--- config.mk ---
export PLATFORM = sky130hd
export DESIGN_NAME = quadrature_encoder_velocity
export DESIGN_NICKNAME = d
export VERILOG_FILES = /design/src/sv/qev_pkg.sv /design/src/sv/quadrature_encoder_velocity.sv /design/src/sv/qev_mul.sv /design/src/sv/qev_div.sv
export VERILOG_INCLUDE_DIRS = /design/src /design/src/sv
export SDC_FILE = /design/constraint.sdc
export NUM_CORES = 2
export LEC_CHECK = 0
export ABC_CLOCK_PERIOD_IN_PS = 19800
export BUFFER_PORTS_ARGS = -buffer_cell sky130_fd_sc_hd__buf_2
export CAP_MARGIN = 20
export CORE_MARGIN = 8
export CORE_UTILIZATION = 57
export DETAILED_ROUTE_END_ITERATION = 8
export GPL_ROUTABILITY_DRIVEN = 0
export PLACE_DENSITY = 0.74
export SLEW_MARGIN = 5
export SYNTH_ARGS = -nofsm -noshare
export SYNTH_HDL_FRONTEND = slang
export SYNTH_SLANG_ARGS = --single-unit
--- constraint.sdc ---
create_clock -name aclk -period 19.8 [get_ports aclk]
set_input_delay 0.99 -clock aclk [delete_from_list [all_inputs] [get_ports aclk]]
set_output_delay 0.99 -clock aclk [all_outputs]
set_load 0.005 [all_outputs]
--- src/sv/quadrature_encoder_velocity_defines.svh ---
// ----------------------------------------------------------------------------
// Quadrature encoder velocity: assertion macros
// Shared concurrent assertion helpers, clocked on aclk and held off while
// aresetn is low.
// ----------------------------------------------------------------------------
`ifndef QUADRATURE_ENCODER_VELOCITY_DEFINES_SVH
`define QUADRATURE_ENCODER_VELOCITY_DEFINES_SVH

// Consequent must hold in the same cycle as the antecedent.
`define QEV_ASSERT(label, ante, cons, msg) \
    label: assert property (@(posedge aclk) disable iff (!aresetn) \
        (ante) |-> (cons)) else $error(msg);

// Consequent must hold in the cycle after the antecedent.
`define QEV_ASSERT_NEXT(label, ante, cons, msg) \
    label: assert property (@(posedge aclk) disable iff (!aresetn) \
        (ante) |=> (cons)) else $error(msg);

`endif

--- src/sv/qev_pkg.sv ---
// ----------------------------------------------------------------------------
// Quadrature encoder velocity: shared package
// Widths, codes, register map and helper functions used across the block.
// ----------------------------------------------------------------------------
package qev_pkg;

    // Operand width of the shared multiplier.
    localparam int MUL_W = 32;

    // Divider: denominator is edges per rotation times the period.
    localparam int DEN_W = 40;
    localparam int QUO_W = 64;

    // Working accumulator: a 32 by 64 bit product.
    localparam int ACC_W = 96;

    // Microseconds per second and its width.
    localparam int               US_W          = 20;
    localparam logic [US_W-1:0]  US_PER_SECOND = 20'd1000000;
    localparam logic [MUL_W-1:0] SEC_PER_MIN   = 32'd60;

    // Speed outputs.
    localparam int SPEED_W = 48;
    localparam int SAT_IN_W = 80;

    // Stream payload widths.
    localparam int S_DATA_W = 8;
    localparam int S_USER_W = 2;
    localparam int M_DATA_W = 152;

    // Event codes on s_tuser; the remaining code only reports the counts.
    localparam logic [S_USER_W-1:0] OP_EDGE_A = 2'd0;
    localparam logic [S_USER_W-1:0] OP_EDGE_B = 2'd1;
    localparam logic [S_USER_W-1:0] OP_TICK   = 2'd2;

    // Register map, indexed by paddr[3:2].
    localparam int PADDR_W = 4;
    localparam int PDATA_W = 32;
    localparam logic [1:0] REG_EPR    = 2'd0;
    localparam logic [1:0] REG_PERIOD = 2'd1;
    localparam logic [1:0] REG_CIRC   = 2'd2;

    localparam logic [15:0] EPR_RESET    = 16'd400;
    localparam logic [23:0] PERIOD_RESET = 24'd10000;
    localparam logic [31:0] CIRC_RESET   = 32'd0;

    // Divider status toward the sequencer.
    typedef struct packed {
        logic busy;
        logic done;
    } qev_div_stat_t;

    // Clamp a magnitude to the signed 48-bit range and apply the sign.
    function automatic logic [SPEED_W-1:0] sat48(input logic [SAT_IN_W-1:0] mag,
                                                 input logic neg);
        logic [SPEED_W-1:0] limit;
        logic [SPEED_W-1:0] m;
        limit = neg ? 48'h8000_0000_0000 : 48'h7FFF_FFFF_FFFF;
        m = (mag > SAT_IN_W'(limit)) ? limit : mag[SPEED_W-1:0];
        return neg ? (48'd0 - m) : m;
    endfunction

endpackage

--- src/sv/quadrature_encoder_velocity.sv ---
// ----------------------------------------------------------------------------
// Quadrature encoder velocity
// Counts x4 quadrature edges into a pulse count and a saturating rotation
// count; a velocity tick reports linear speed and rpm in signed Q32.16 and
// clears both counts.
//
// Every request gives one result. An edge request, or one with the unused
// code, is registered as the pending result and handed to the output
// register, which holds it while the next request is taken. A tick request
// works through steps of the single shared 32 by 32 multiplier, the sign
// and magnitude steps, more multiplier steps, the restoring divider, which
// produces one quotient bit per cycle for 64 bits and then flags done, the
// speed and rpm multiplier steps and the hand-off. When the quotient
// overflows 64 bits the divider finishes at once. The hand-off waits while
// the output register is stalled. s_tready is low while a request is being
// worked on, so a new request is taken only after the last is handed off.
// Configuration registers sit at byte addresses 0 (edges per rotation), 4
// (update period in us) and 8 (circumference, Q16.16 mm) and must be written
// while the block is idle.
// ----------------------------------------------------------------------------
`include "quadrature_encoder_velocity_defines.svh"

module quadrature_encoder_velocity #(
    parameter int TURN_WIDTH = 32,
    parameter int FRAC_BITS  = 16
) (
    input  logic                              aclk,
    input  logic                              aresetn,
    // Input event channel
    input  logic                              s_tvalid,
    output logic                              s_tready,
    // s_tdata: [0] level_a, [1] level_b, [7:2] zero
    input  logic [qev_pkg::S_DATA_W-1:0]      s_tdata,
    // s_tuser: [1:0] op
    input  logic [qev_pkg::S_USER_W-1:0]      s_tuser,
    // Result channel
    output logic                              m_tvalid,
    input  logic                              m_tready,
    // m_tdata: [31:0] rotation_count, [48:32] pulse_count,
    //          [96:49] velocity_q16, [144:97] rpm_q16, [151:145] zero
    output logic [qev_pkg::M_DATA_W-1:0]      m_tdata,
    // m_tuser: [0] speed_valid
    output logic                              m_tuser,
    // Configuration port
    input  logic                              psel,
    input  logic                              penable,
    input  logic                              pwrite,
    input  logic [qev_pkg::PADDR_W-1:0]       paddr,
    input  logic [qev_pkg::PDATA_W-1:0]       pwdata,
    output logic [qev_pkg::PDATA_W-1:0]       prdata,
    output logic                              pready
);
    import qev_pkg::*;

    localparam int DIV_HI_W = US_W + FRAC_BITS;
    localparam int NUM_W    = QUO_W + DIV_HI_W;
    localparam logic signed [TURN_WIDTH-1:0] TURN_MAX = {1'b0, {(TURN_WIDTH-1){1'b1}}};
    localparam logic signed [TURN_WIDTH-1:0] TURN_MIN = {1'b1, {(TURN_WIDTH-1){1'b0}}};
    localparam logic signed [TURN_WIDTH-1:0] TURN_ONE = TURN_WIDTH'(1);

    typedef enum logic [17:0] {
        ST_IDLE = 18'h00001,
        ST_P0   = 18'h00002,
        ST_P1   = 18'h00004,
        ST_P2   = 18'h00008,
        ST_SGN  = 18'h00010,
        ST_ABS  = 18'h00020,
        ST_M0   = 18'h00040,
        ST_M1   = 18'h00080,
        ST_M2   = 18'h00100,
        ST_DST  = 18'h00200,
        ST_DIV  = 18'h00400,
        ST_V0   = 18'h00800,
        ST_V1   = 18'h01000,
        ST_V2   = 18'h02000,
        ST_V3   = 18'h04000,
        ST_V4   = 18'h08000,
        ST_RPM  = 18'h10000,
        ST_EMIT = 18'h20000
    } state_t;

    // Control state
    state_t                        state_reg, state_next;
    logic signed [16:0]            edge_reg, edge_next;
    logic signed [TURN_WIDTH-1:0]  turn_reg, turn_next;
    logic                          m_tvalid_reg, m_tvalid_next;

    // Configuration
    logic [15:0]                   epr_reg;
    logic [23:0]                   period_reg;
    logic [31:0]                   circ_reg;

    // Working registers of a tick
    logic [TURN_WIDTH-1:0]         tmag_reg;
    logic                          tneg_reg;
    logic signed [16:0]            esnap_reg;
    logic [15:0]                   ppr_reg;
    logic [23:0]                   per_reg;
    logic [DEN_W-1:0]              den_reg;
    logic [ACC_W-1:0]              acc_reg;
    logic signed [65:0]            sv_reg;
    logic [63:0]                   mag_reg;
    logic                          neg_reg;
    logic [QUO_W-1:0]              rps_reg;

    // Pending result and output register
    logic [31:0]                   res_rot_reg;
    logic [16:0]                   res_pulse_reg;
    logic                          res_valid_reg;
    logic [SPEED_W-1:0]            res_vel_reg;
    logic [SPEED_W-1:0]            res_rpm_reg;
    logic [M_DATA_W-1:0]           m_tdata_reg;
    logic                          m_tuser_reg;

    // Request decode and edge update
    logic                          in_acc;
    logic [S_USER_W-1:0]           in_op;
    logic                          lvl_a;
    logic                          lvl_b;
    logic                          is_edge;
    logic                          step_down;
    logic signed [17:0]            edge_sum;
    logic [17:0]                   edge_mag;
    logic signed [16:0]            upd_edge;
    logic signed [TURN_WIDTH-1:0]  upd_turn;
    logic signed [63:0]            upd_turn_wide;
    logic                          out_free;
    logic                          cfg_wr;

    // Datapath helpers
    logic [63:0]                   tmag_ext;
    logic signed [65:0]            acc_s;
    logic signed [65:0]            esnap_ext;
    logic signed [65:0]            sv_neg;
    logic [MUL_W-1:0]              mul_a;
    logic [MUL_W-1:0]              mul_b;
    logic [2*MUL_W-1:0]            mul_p;
    logic [NUM_W-1:0]              div_num;
    logic [QUO_W-1:0]              div_quo;
    logic                          div_start;
    qev_div_stat_t                 div_stat;

    assign in_acc   = s_tvalid && s_tready;
    assign in_op    = s_tuser;
    assign lvl_a    = s_tdata[0];
    assign lvl_b    = s_tdata[1];
    assign out_free = !m_tvalid_reg || m_tready;
    assign cfg_wr   = psel && penable && pwrite && pready;

    // Edge step: direction from the phase levels, wrap into the turn count
    // once the magnitude reaches edges per rotation.
    always_comb begin
        upd_edge  = edge_reg;
        upd_turn  = turn_reg;
        is_edge   = (in_op == OP_EDGE_A) || (in_op == OP_EDGE_B);
        step_down = (in_op == OP_EDGE_A) ? (lvl_a == lvl_b) : (lvl_a != lvl_b);
        edge_sum  = step_down ? (18'(edge_reg) - 18'sd1) : (18'(edge_reg) + 18'sd1);
        edge_mag  = edge_sum[17] ? (18'd0 - edge_sum) : edge_sum;
        if (is_edge) begin
            if (edge_mag >= 18'(epr_reg)) begin
                upd_edge = '0;
                if (!edge_sum[17]) begin
                    if (turn_reg != TURN_MAX) begin
                        upd_turn = turn_reg + TURN_ONE;
                    end
                end else if (turn_reg != TURN_MIN) begin
                    upd_turn = turn_reg - TURN_ONE;
                end
            end else begin
                upd_edge = edge_sum[16:0];
            end
        end
    end

    assign upd_turn_wide = 64'(upd_turn);

    // Sequencer and count state
    always_comb begin
        state_next    = state_reg;
        edge_next     = edge_reg;
        turn_next     = turn_reg;
        m_tvalid_next = m_tvalid_reg;
        if (m_tvalid_reg && m_tready) begin
            m_tvalid_next = 1'b0;
        end
        case (state_reg)
            ST_IDLE: begin
                if (in_acc) begin
                    if (in_op == OP_TICK) begin
                        state_next = ST_P0;
                        edge_next  = '0;
                        turn_next  = '0;
                    end else begin
                        state_next = ST_EMIT;
                        edge_next  = upd_edge;
                        turn_next  = upd_turn;
                    end
                end
            end
            ST_P0:  state_next = ST_P1;
            ST_P1:  state_next = ST_P2;
            ST_P2:  state_next = ST_SGN;
            ST_SGN: state_next = ST_ABS;
            ST_ABS: state_next = ST_M0;
            ST_M0:  state_next = ST_M1;
            ST_M1:  state_next = ST_M2;
            ST_M2:  state_next = ST_DST;
            ST_DST: state_next = ST_DIV;
            ST_DIV: begin
                if (div_stat.done) begin
                    state_next = ST_V0;
                end
            end
            ST_V0:  state_next = ST_V1;
            ST_V1:  state_next = ST_V2;
            ST_V2:  state_next = ST_V3;
            ST_V3:  state_next = ST_V4;
            ST_V4:  state_next = ST_RPM;
            ST_RPM: state_next = ST_EMIT;
            ST_EMIT: begin
                if (out_free) begin
                    m_tvalid_next = 1'b1;
                    state_next    = ST_IDLE;
                end
            end
            default: state_next = ST_IDLE;
        endcase
    end

    // Control registers and configuration
    always_ff @(posedge aclk) begin
        if (!aresetn) begin
            state_reg    <= ST_IDLE;
            edge_reg     <= '0;
            turn_reg     <= '0;
            m_tvalid_reg <= 1'b0;
            epr_reg      <= EPR_RESET;
            period_reg   <= PERIOD_RESET;
            circ_reg     <= CIRC_RESET;
        end else begin
            state_reg    <= state_next;
            edge_reg     <= edge_next;
            turn_reg     <= turn_next;
            m_tvalid_reg <= m_tvalid_next;
            if (cfg_wr) begin
                case (paddr[3:2])
                    REG_EPR:    epr_reg    <= pwdata[15:0];
                    REG_PERIOD: period_reg <= pwdata[23:0];
                    REG_CIRC:   circ_reg   <= pwdata;
                    default:    ;
                endcase
            end
        end
    end

    // Register read-back
    always_comb begin
        case (paddr[3:2])
            REG_EPR:    prdata = 32'(epr_reg);
            REG_PERIOD: prdata = 32'(period_reg);
            REG_CIRC:   prdata = circ_reg;
            default:    prdata = '0;
        endcase
    end

    assign pready = 1'b1;

    // Operand selection for the shared multiplier, one partial product per step.
    assign tmag_ext = 64'(tmag_reg);

    always_comb begin
        case (state_reg)
            ST_P0: begin
                mul_a = tmag_ext[31:0];
                mul_b = 32'(ppr_reg);
            end
            ST_P1: begin
                mul_a = tmag_ext[63:32];
                mul_b = 32'(ppr_reg);
            end
            ST_P2: begin
                mul_a = 32'(ppr_reg);
                mul_b = 32'(per_reg);
            end
            ST_M0: begin
                mul_a = mag_reg[31:0];
                mul_b = 32'(US_PER_SECOND);
            end
            ST_M1: begin
                mul_a = mag_reg[63:32];
                mul_b = 32'(US_PER_SECOND);
            end
            ST_V0: begin
                mul_a = circ_reg;
                mul_b = rps_reg[31:0];
            end
            ST_V1: begin
                mul_a = circ_reg;
                mul_b = rps_reg[63:32];
            end
            ST_V2: begin
                mul_a = rps_reg[31:0];
                mul_b = SEC_PER_MIN;
            end
            ST_V3: begin
                mul_a = rps_reg[63:32];
                mul_b = SEC_PER_MIN;
            end
            default: begin
                mul_a = '0;
                mul_b = '0;
            end
        endcase
    end

    qev_mul u_mul (
        .aclk (aclk),
        .a    (mul_a),
        .b    (mul_b),
        .p    (mul_p)
    );

    // Revolutions per second: |num| * 10^6 * 2^FRAC_BITS / (ppr * period).
    assign div_num   = {acc_reg[QUO_W+US_W-1:0], {FRAC_BITS{1'b0}}};
    assign div_start = (state_reg == ST_DST);

    qev_div #(
        .HI_W (DIV_HI_W)
    ) u_div (
        .aclk    (aclk),
        .aresetn (aresetn),
        .start   (div_start),
        .num     (div_num),
        .den     (den_reg),
        .quo     (div_quo),
        .stat    (div_stat)
    );

    assign acc_s     = $signed({2'b00, acc_reg[63:0]});
    assign esnap_ext = 66'(esnap_reg);
    assign sv_neg    = -sv_reg;

    // Datapath registers of the tick calculation and the result hand-off.
    always_ff @(posedge aclk) begin
        case (state_reg)
            ST_IDLE: begin
                if (in_acc) begin
                    res_rot_reg   <= upd_turn_wide[31:0];
                    res_pulse_reg <= upd_edge;
                    res_valid_reg <= (in_op == OP_TICK);
                    res_vel_reg   <= '0;
                    res_rpm_reg   <= '0;
                    tneg_reg      <= turn_reg[TURN_WIDTH-1];
                    tmag_reg      <= turn_reg[TURN_WIDTH-1] ? (TURN_WIDTH'(0) - turn_reg)
                                                            : turn_reg;
                    esnap_reg     <= edge_reg;
                    ppr_reg       <= (epr_reg == '0) ? 16'd1 : epr_reg;
                    per_reg       <= (period_reg == '0) ? 24'd1 : period_reg;
                end
            end
            // Turn count magnitude times edges per rotation.
            ST_P1:  acc_reg <= ACC_W'(mul_p);
            ST_P2:  acc_reg <= acc_reg + (ACC_W'(mul_p) << 32);
            // Signed position in edges, and the divisor.
            ST_SGN: begin
                den_reg <= mul_p[DEN_W-1:0];
                sv_reg  <= tneg_reg ? (esnap_ext - acc_s) : (acc_s + esnap_ext);
            end
            ST_ABS: begin
                neg_reg <= sv_reg[65];
                mag_reg <= sv_reg[65] ? sv_neg[63:0] : sv_reg[63:0];
            end
            // Scale to microseconds.
            ST_M1:  acc_reg <= ACC_W'(mul_p);
            ST_M2:  acc_reg <= acc_reg + (ACC_W'(mul_p) << 32);
            ST_DIV: begin
                if (div_stat.done) begin
                    rps_reg <= div_quo;
                end
            end
            // Linear speed: circumference times rps, Q16.16 circumference.
            ST_V1:  acc_reg <= ACC_W'(mul_p);
            ST_V2:  acc_reg <= acc_reg + (ACC_W'(mul_p) << 32);
            ST_V3: begin
                res_vel_reg <= sat48(acc_reg[ACC_W-1:16], neg_reg);
                acc_reg     <= ACC_W'(mul_p);
            end
            // Rpm: rps times sixty.
            ST_V4:  acc_reg <= acc_reg + (ACC_W'(mul_p) << 32);
            ST_RPM: res_rpm_reg <= sat48(SAT_IN_W'(acc_reg[69:0]), neg_reg);
            ST_EMIT: begin
                if (out_free) begin
                    m_tdata_reg <= {7'b0, res_rpm_reg, res_vel_reg, res_pulse_reg, res_rot_reg};
                    m_tuser_reg <= res_valid_reg;
                end
            end
            default: ;
        endcase
    end

    assign s_tready = (state_reg == ST_IDLE);
    assign m_tvalid = m_tvalid_reg;
    assign m_tdata  = m_tdata_reg;
    assign m_tuser  = m_tuser_reg;

    `QEV_ASSERT_NEXT(a_tick_clears, in_acc && in_op == OP_TICK,
        edge_reg == '0 && turn_reg == '0, "tick did not clear the counts")
    `QEV_ASSERT(a_edge_zero_speed, m_tvalid_reg && !m_tuser_reg,
        m_tdata_reg[144:49] == '0, "speed reported without a tick")
    `QEV_ASSERT(a_emit_source, $rose(m_tvalid_reg), $past(state_reg == ST_EMIT),
        "result presented outside the emit step")
    `QEV_ASSERT_NEXT(a_div_handoff, state_reg == ST_DIV && div_stat.done,
        state_reg == ST_V0, "quotient not taken on divider done")
    `QEV_ASSERT(a_div_wait, state_reg == ST_DIV, div_stat.busy || div_stat.done,
        "waiting on an idle divider")

endmodule

--- src/sv/qev_mul.sv ---
// ----------------------------------------------------------------------------
// Quadrature encoder velocity: shared multiplier
// Unsigned 32 by 32 bit multiplier with a registered product, reused for
// every partial product of the velocity calculation.
// ----------------------------------------------------------------------------
module qev_mul (
    input  logic                          aclk,
    input  logic [qev_pkg::MUL_W-1:0]     a,
    input  logic [qev_pkg::MUL_W-1:0]     b,
    output logic [2*qev_pkg::MUL_W-1:0]   p
);
    import qev_pkg::*;

    logic [2*MUL_W-1:0] p_reg;

    // Product is registered and available in the cycle after the operands.
    always_ff @(posedge aclk) begin
        p_reg <= a * b;
    end

    assign p = p_reg;

endmodule

--- src/sv/qev_div.sv ---
// ----------------------------------------------------------------------------
// Quadrature encoder velocity: restoring divider
// Divides a wide numerator by a 40-bit denominator, one quotient bit per
// cycle, and saturates the quotient to 64 bits.
// ----------------------------------------------------------------------------
`include "quadrature_encoder_velocity_defines.svh"

module qev_div #(
    parameter int HI_W = 36
) (
    input  logic                                aclk,
    input  logic                                aresetn,
    input  logic                                start,
    input  logic [HI_W+qev_pkg::QUO_W-1:0]      num,
    input  logic [qev_pkg::DEN_W-1:0]           den,
    output logic [qev_pkg::QUO_W-1:0]           quo,
    output qev_pkg::qev_div_stat_t              stat
);
    import qev_pkg::*;

    localparam int CMP_W = (HI_W > DEN_W + 1) ? HI_W : DEN_W + 1;
    localparam int CNT_W = $clog2(QUO_W);
    localparam logic [CNT_W-1:0] CNT_LAST = CNT_W'(QUO_W - 1);

    logic             busy_reg;
    logic             done_reg;
    logic [CNT_W-1:0] cnt_reg;
    logic [DEN_W:0]   rem_reg;
    logic [QUO_W-1:0] quo_reg;

    logic [CMP_W-1:0] hi_ext;
    logic [CMP_W-1:0] den_cmp;
    logic             sat;
    logic [DEN_W:0]   trial;
    logic [DEN_W:0]   diff;
    logic             fits;

    // The upper numerator part decides saturation: if it is not below the
    // denominator the quotient cannot fit in 64 bits.
    assign hi_ext  = CMP_W'(num[HI_W+QUO_W-1:QUO_W]);
    assign den_cmp = CMP_W'(den);
    assign sat     = hi_ext >= den_cmp;

    // One restoring step: bring in the next numerator bit and try a subtract.
    assign trial = {rem_reg[DEN_W-1:0], quo_reg[QUO_W-1]};
    assign diff  = trial - {1'b0, den};
    assign fits  = trial >= {1'b0, den};

    // Control: busy over the 64 steps, done for one cycle at the end; a saturating start skips the steps.
    always_ff @(posedge aclk) begin
        if (!aresetn) begin
            busy_reg <= 1'b0;
            done_reg <= 1'b0;
            cnt_reg  <= '0;
        end else begin
            done_reg <= 1'b0;
            if (start) begin
                cnt_reg <= '0;
                if (sat) begin
                    done_reg <= 1'b1;
                end else begin
                    busy_reg <= 1'b1;
                end
            end else if (busy_reg) begin
                cnt_reg <= cnt_reg + 1'b1;
                if (cnt_reg == CNT_LAST) begin
                    busy_reg <= 1'b0;
                    done_reg <= 1'b1;
                end
            end
        end
    end

    // Partial remainder and quotient shift register.
    always_ff @(posedge aclk) begin
        if (start) begin
            if (sat) begin
                quo_reg <= '1;
            end else begin
                rem_reg <= hi_ext[DEN_W:0];
                quo_reg <= num[QUO_W-1:0];
            end
        end else if (busy_reg) begin
            rem_reg <= fits ? diff : trial;
            quo_reg <= {quo_reg[QUO_W-2:0], fits};
        end
    end

    assign quo       = quo_reg;
    assign stat.busy = busy_reg;
    assign stat.done = done_reg;

    `QEV_ASSERT(a_div_start_idle, start, !busy_reg, "divider started while busy")
    `QEV_ASSERT_NEXT(a_div_done_pulse, done_reg, !done_reg, "divider done held too long")
    `QEV_ASSERT(a_div_done_not_busy, done_reg, !busy_reg, "divider done while still busy")
    `QEV_ASSERT_NEXT(a_div_keeps_busy, busy_reg && cnt_reg != CNT_LAST, busy_reg,
        "divider stopped early")

endmodule

==> reports/results.tsv <==
stage	metric	value	unit
outcome	outcome	finished, violations left	
outcome	violations	design-rule violations	
worst_setup_path	crit_arrival	12660	ps
synthesis	yosysWarnings	0	
global_routing	grt_max_degree	124	
synthesis	synth-edff-count	816	
synthesis	ys_seq_area_share	31.7	%
placed_design	place_ws	8210	ps
worst_setup_path	required	20390	ps
layout	nets	11100	
clocking	cts_tree	built	
placed_design	dp_hpwl	221	mm
die	die_w	415	um
synthesis	synth_area_leaders	edfxtp_1 (27%), fa_1 (20%), ha_1 (7.9%), inv_1 (4.8%), dfxtp_1 (4.7%)	
sta	fin_crit_sh	60.9	%
worst_setup_path	cpLargestDelayFamily	adder cells	
sta	tightest_slew	1280	ps
layout	fillers	12800	
min_path	whs_endpoint	m_tdata[126]	
routing	drt_iter0_drc	9745	
clocking	clk_latency	790	ps
clocking	cts_hold_buf	0	
min_path	min-delay-start	res_rpm_reg[29]	
clocking	cts.sinks	1028	
worst_setup_path	crit_type	flip-flop to flip-flop	
clocking	cts_max_level	3	
worst_setup_path	crit_buf_inv	9	
worst_setup_path	reg2reg_slack	7730	ps
sta	finalSetupViolCount	0	
global_routing	grt.total_usage	33.9	%
global_routing	grt-ovfl-total	0	
die	start_util	57.3	%
worst_setup_path	cp-start-kind	flip-flop	
die	die_h	415	um
routing	drt_first_pass_iters	9	
sta	fin_skew	74.3	ps
synthesis	synthFlopType	edfxtp_1	
layout	drive_gt1_share	7.76	%
worst_setup_path	timing.rr.start	state_reg[0]	
worst_setup_path	setup.worst_path.end_class	flip-flop	
flow_run	cap_violations	0	
synthesis	synth_top_area_cell	edfxtp_1	
placed_design	portBuffers	224	
global_routing	antenna_found_initial	15	
sta	finalWorstSetupSlack	7730	ps
worst_setup_path	slowest_stage	o41ai_1	
min_path	hold_path_class	flip-flop to flip-flop	
sta	slew_headroom	13.9	%
layout	largest_reg_flops	145	
global_routing	grt_pass1_vias	74400	
layout	design_area	0.0975	sq mm
synthesis	syn-mean-instance-area	9.42	sq um
sta	rsz0062_at_grt	no	
worst_setup_path	path_common_cell	fa_1	
min_path	worstHoldPathCells	0	
routing	routed_wirelength	299	mm
placed_design	place_area	0.0938	sq mm
sta	hold_viol	0	
power_and_ir_drop	p_per_area	63.5	mW/mm^2
power_and_ir_drop	vdd_ir_drop_max	0.0888	mV
routing	num_vias	75200	
worst_setup_path	max_stage_delay	690	ps
die	die-area	0.172	sq mm
layout	syn_to_final_growth	7.69	%
clocking	ctsLongestPathBuffers	3	
routing	avgRoutedWirePerCell	25.5	um
routing	route.detailed.drc	18	
synthesis	ys_ff_latch	1028	
synthesis	synth.cell_area	0.0906	sq mm
sta	report.final.slew_viol_count	0	
worst_setup_path	path_max_fanout	36	
synthesis	synth_top_cell_area_share	27.1	%
clocking	worst_setup_hold_path_clk_slew	70	ps
synthesis	async_flop_share	0	%
die	coreArea	0.158	sq mm
clocking	cts_setup_buffers	0	
synthesis	synth_cell_types	105	
sta	fmax	0.0829	GHz
global_routing	grt_pass1_wl	449	mm
clocking	cts_buffers	108	
worst_setup_path	r2r_cells	39	
sta	fin_crit	12070	ps
die	fp-row-count	146	
clocking	post_cts_resized	0	
routing	vias_per_cell	6.41	
die	ios	241	
worst_setup_path	reg2reg_to	u_mul.p[61]	
routing	postRouteAntennaNets	0	
sta	finalSetupTns	0	ps
power_and_ir_drop	power_leakage	41.2	nW
clocking	cts-root-buf	clkbuf_16	
synthesis	synth_cells	9608	
per-stage QoR:
step | utilization, % | total power [mW] | hold slack (ps) | instances
final | 61.7 | 6.19 | 351 | 11700
after global routing | 61.7 | 6.42 | 363 | 11700
after CTS | 61.7 | 6.17 | 348 | 11700
after detailed placement | 59.3 | 4.08 | 405 | 11500
after global placement | 59.3 | 4.04 | 402 | 11500
after floorplan | - | 3.69 | 400 | 9614
logic make-up (layout without fill, tap and decap cells):
group,Yosys count,in the layout,synth area share (%)
AOI/OAI and AO/OA,1776,1776,12.8
other,2,12,0.00829
muxes,82,82,0.933
adders and majority gates,1473,1473,27.8
buffers and inverters,1752,1789,7.35
and+or+nand+nor,3073,3073,15.3
DFF,1028,1028,31.7
xor gates and xnor gates,422,422,4.08
cell type report:
| cell class | instances | area [sq um] | share of cell area [%] |
|---|---|---|---|
| antenna | 4 | 10.0 | 0.0103 |
| clock buffer | 142 | 2990 | 3.06 |
| clock inverter | 63 | 698 | 0.716 |
| inverter | 1152 | 4330 | 4.44 |
| multi-input combinational | 6834 | 55400 | 56.8 |
| sequential | 1028 | 28700 | 29.5 |
| tap | 2072 | 2590 | 2.66 |
| timing repair buffer | 432 | 2720 | 2.79 |
layer usage:
metal,GRT usage (%),share of wire (%)
met4,22.0,8.4
met1,42.8,36
met2,50.0,42
met5,0.528,0.071
met3,11.3,14
cells in the final DEF, fill, tap and decap left out, types with 177 or more instances in the layout:
| master | n |
|---|---|
| inv_1 | 1148 |
| dfxtp_1 | 212 |
| o21ai_0 | 402 |
| nor3_1 | 208 |
| a21oi_1 | 452 |
| nand2_1 | 1043 |
| fa_1 | 900 |
| xnor2_1 | 315 |
| buf_4 | 200 |
| buf_2 | 225 |
| edfxtp_1 | 816 |
| nor2_1 | 1063 |
| ha_1 | 573 |
| a21o_1 | 177 |
synthesized netlist by cell type, types with 63 or more instances:
| library cell | count |
|---|---|
| and3_1 | 69 |
| mux2i_1 | 63 |
| xnor2_1 | 315 |
| a21boi_0 | 71 |
| nand4_1 | 81 |
| and2_1 | 89 |
| nand3_1 | 129 |
| nand2_1 | 1045 |
| nor4_1 | 64 |
| ha_1 | 573 |
| xor2_1 | 107 |
| nor3_1 | 208 |
| nor2_1 | 1066 |
| clkbuf_1 | 531 |
| o21ai_0 | 402 |
| edfxtp_1 | 816 |
| dfxtp_1 | 212 |
| a21o_1 | 177 |
| a21oi_1 | 455 |
| inv_1 | 1152 |
| fa_1 | 900 |
where the power goes:
part,switching (mW),internal [mW]
sequential,0.134,2.60
combinational,0.875,0.489
clock,0.915,1.18
total,1.92,4.27
how the worst max path moves through the flow:
stage,end,cells after the start,from,slack [ps]
CTS,u_mul.p[61],39,state_reg[13],8050
detailed placement,u_mul.p[61],39,state_reg[0],8210
global placement,u_mul.p[62],37,state_reg[0],8340
finish,u_mul.p[61],39,state_reg[0],7730
global route,u_mul.p[61],40,state_reg[0],7290
floorplan,u_mul.p[61],39,state_reg[0],9940
(Power assumes the default switching activity.)
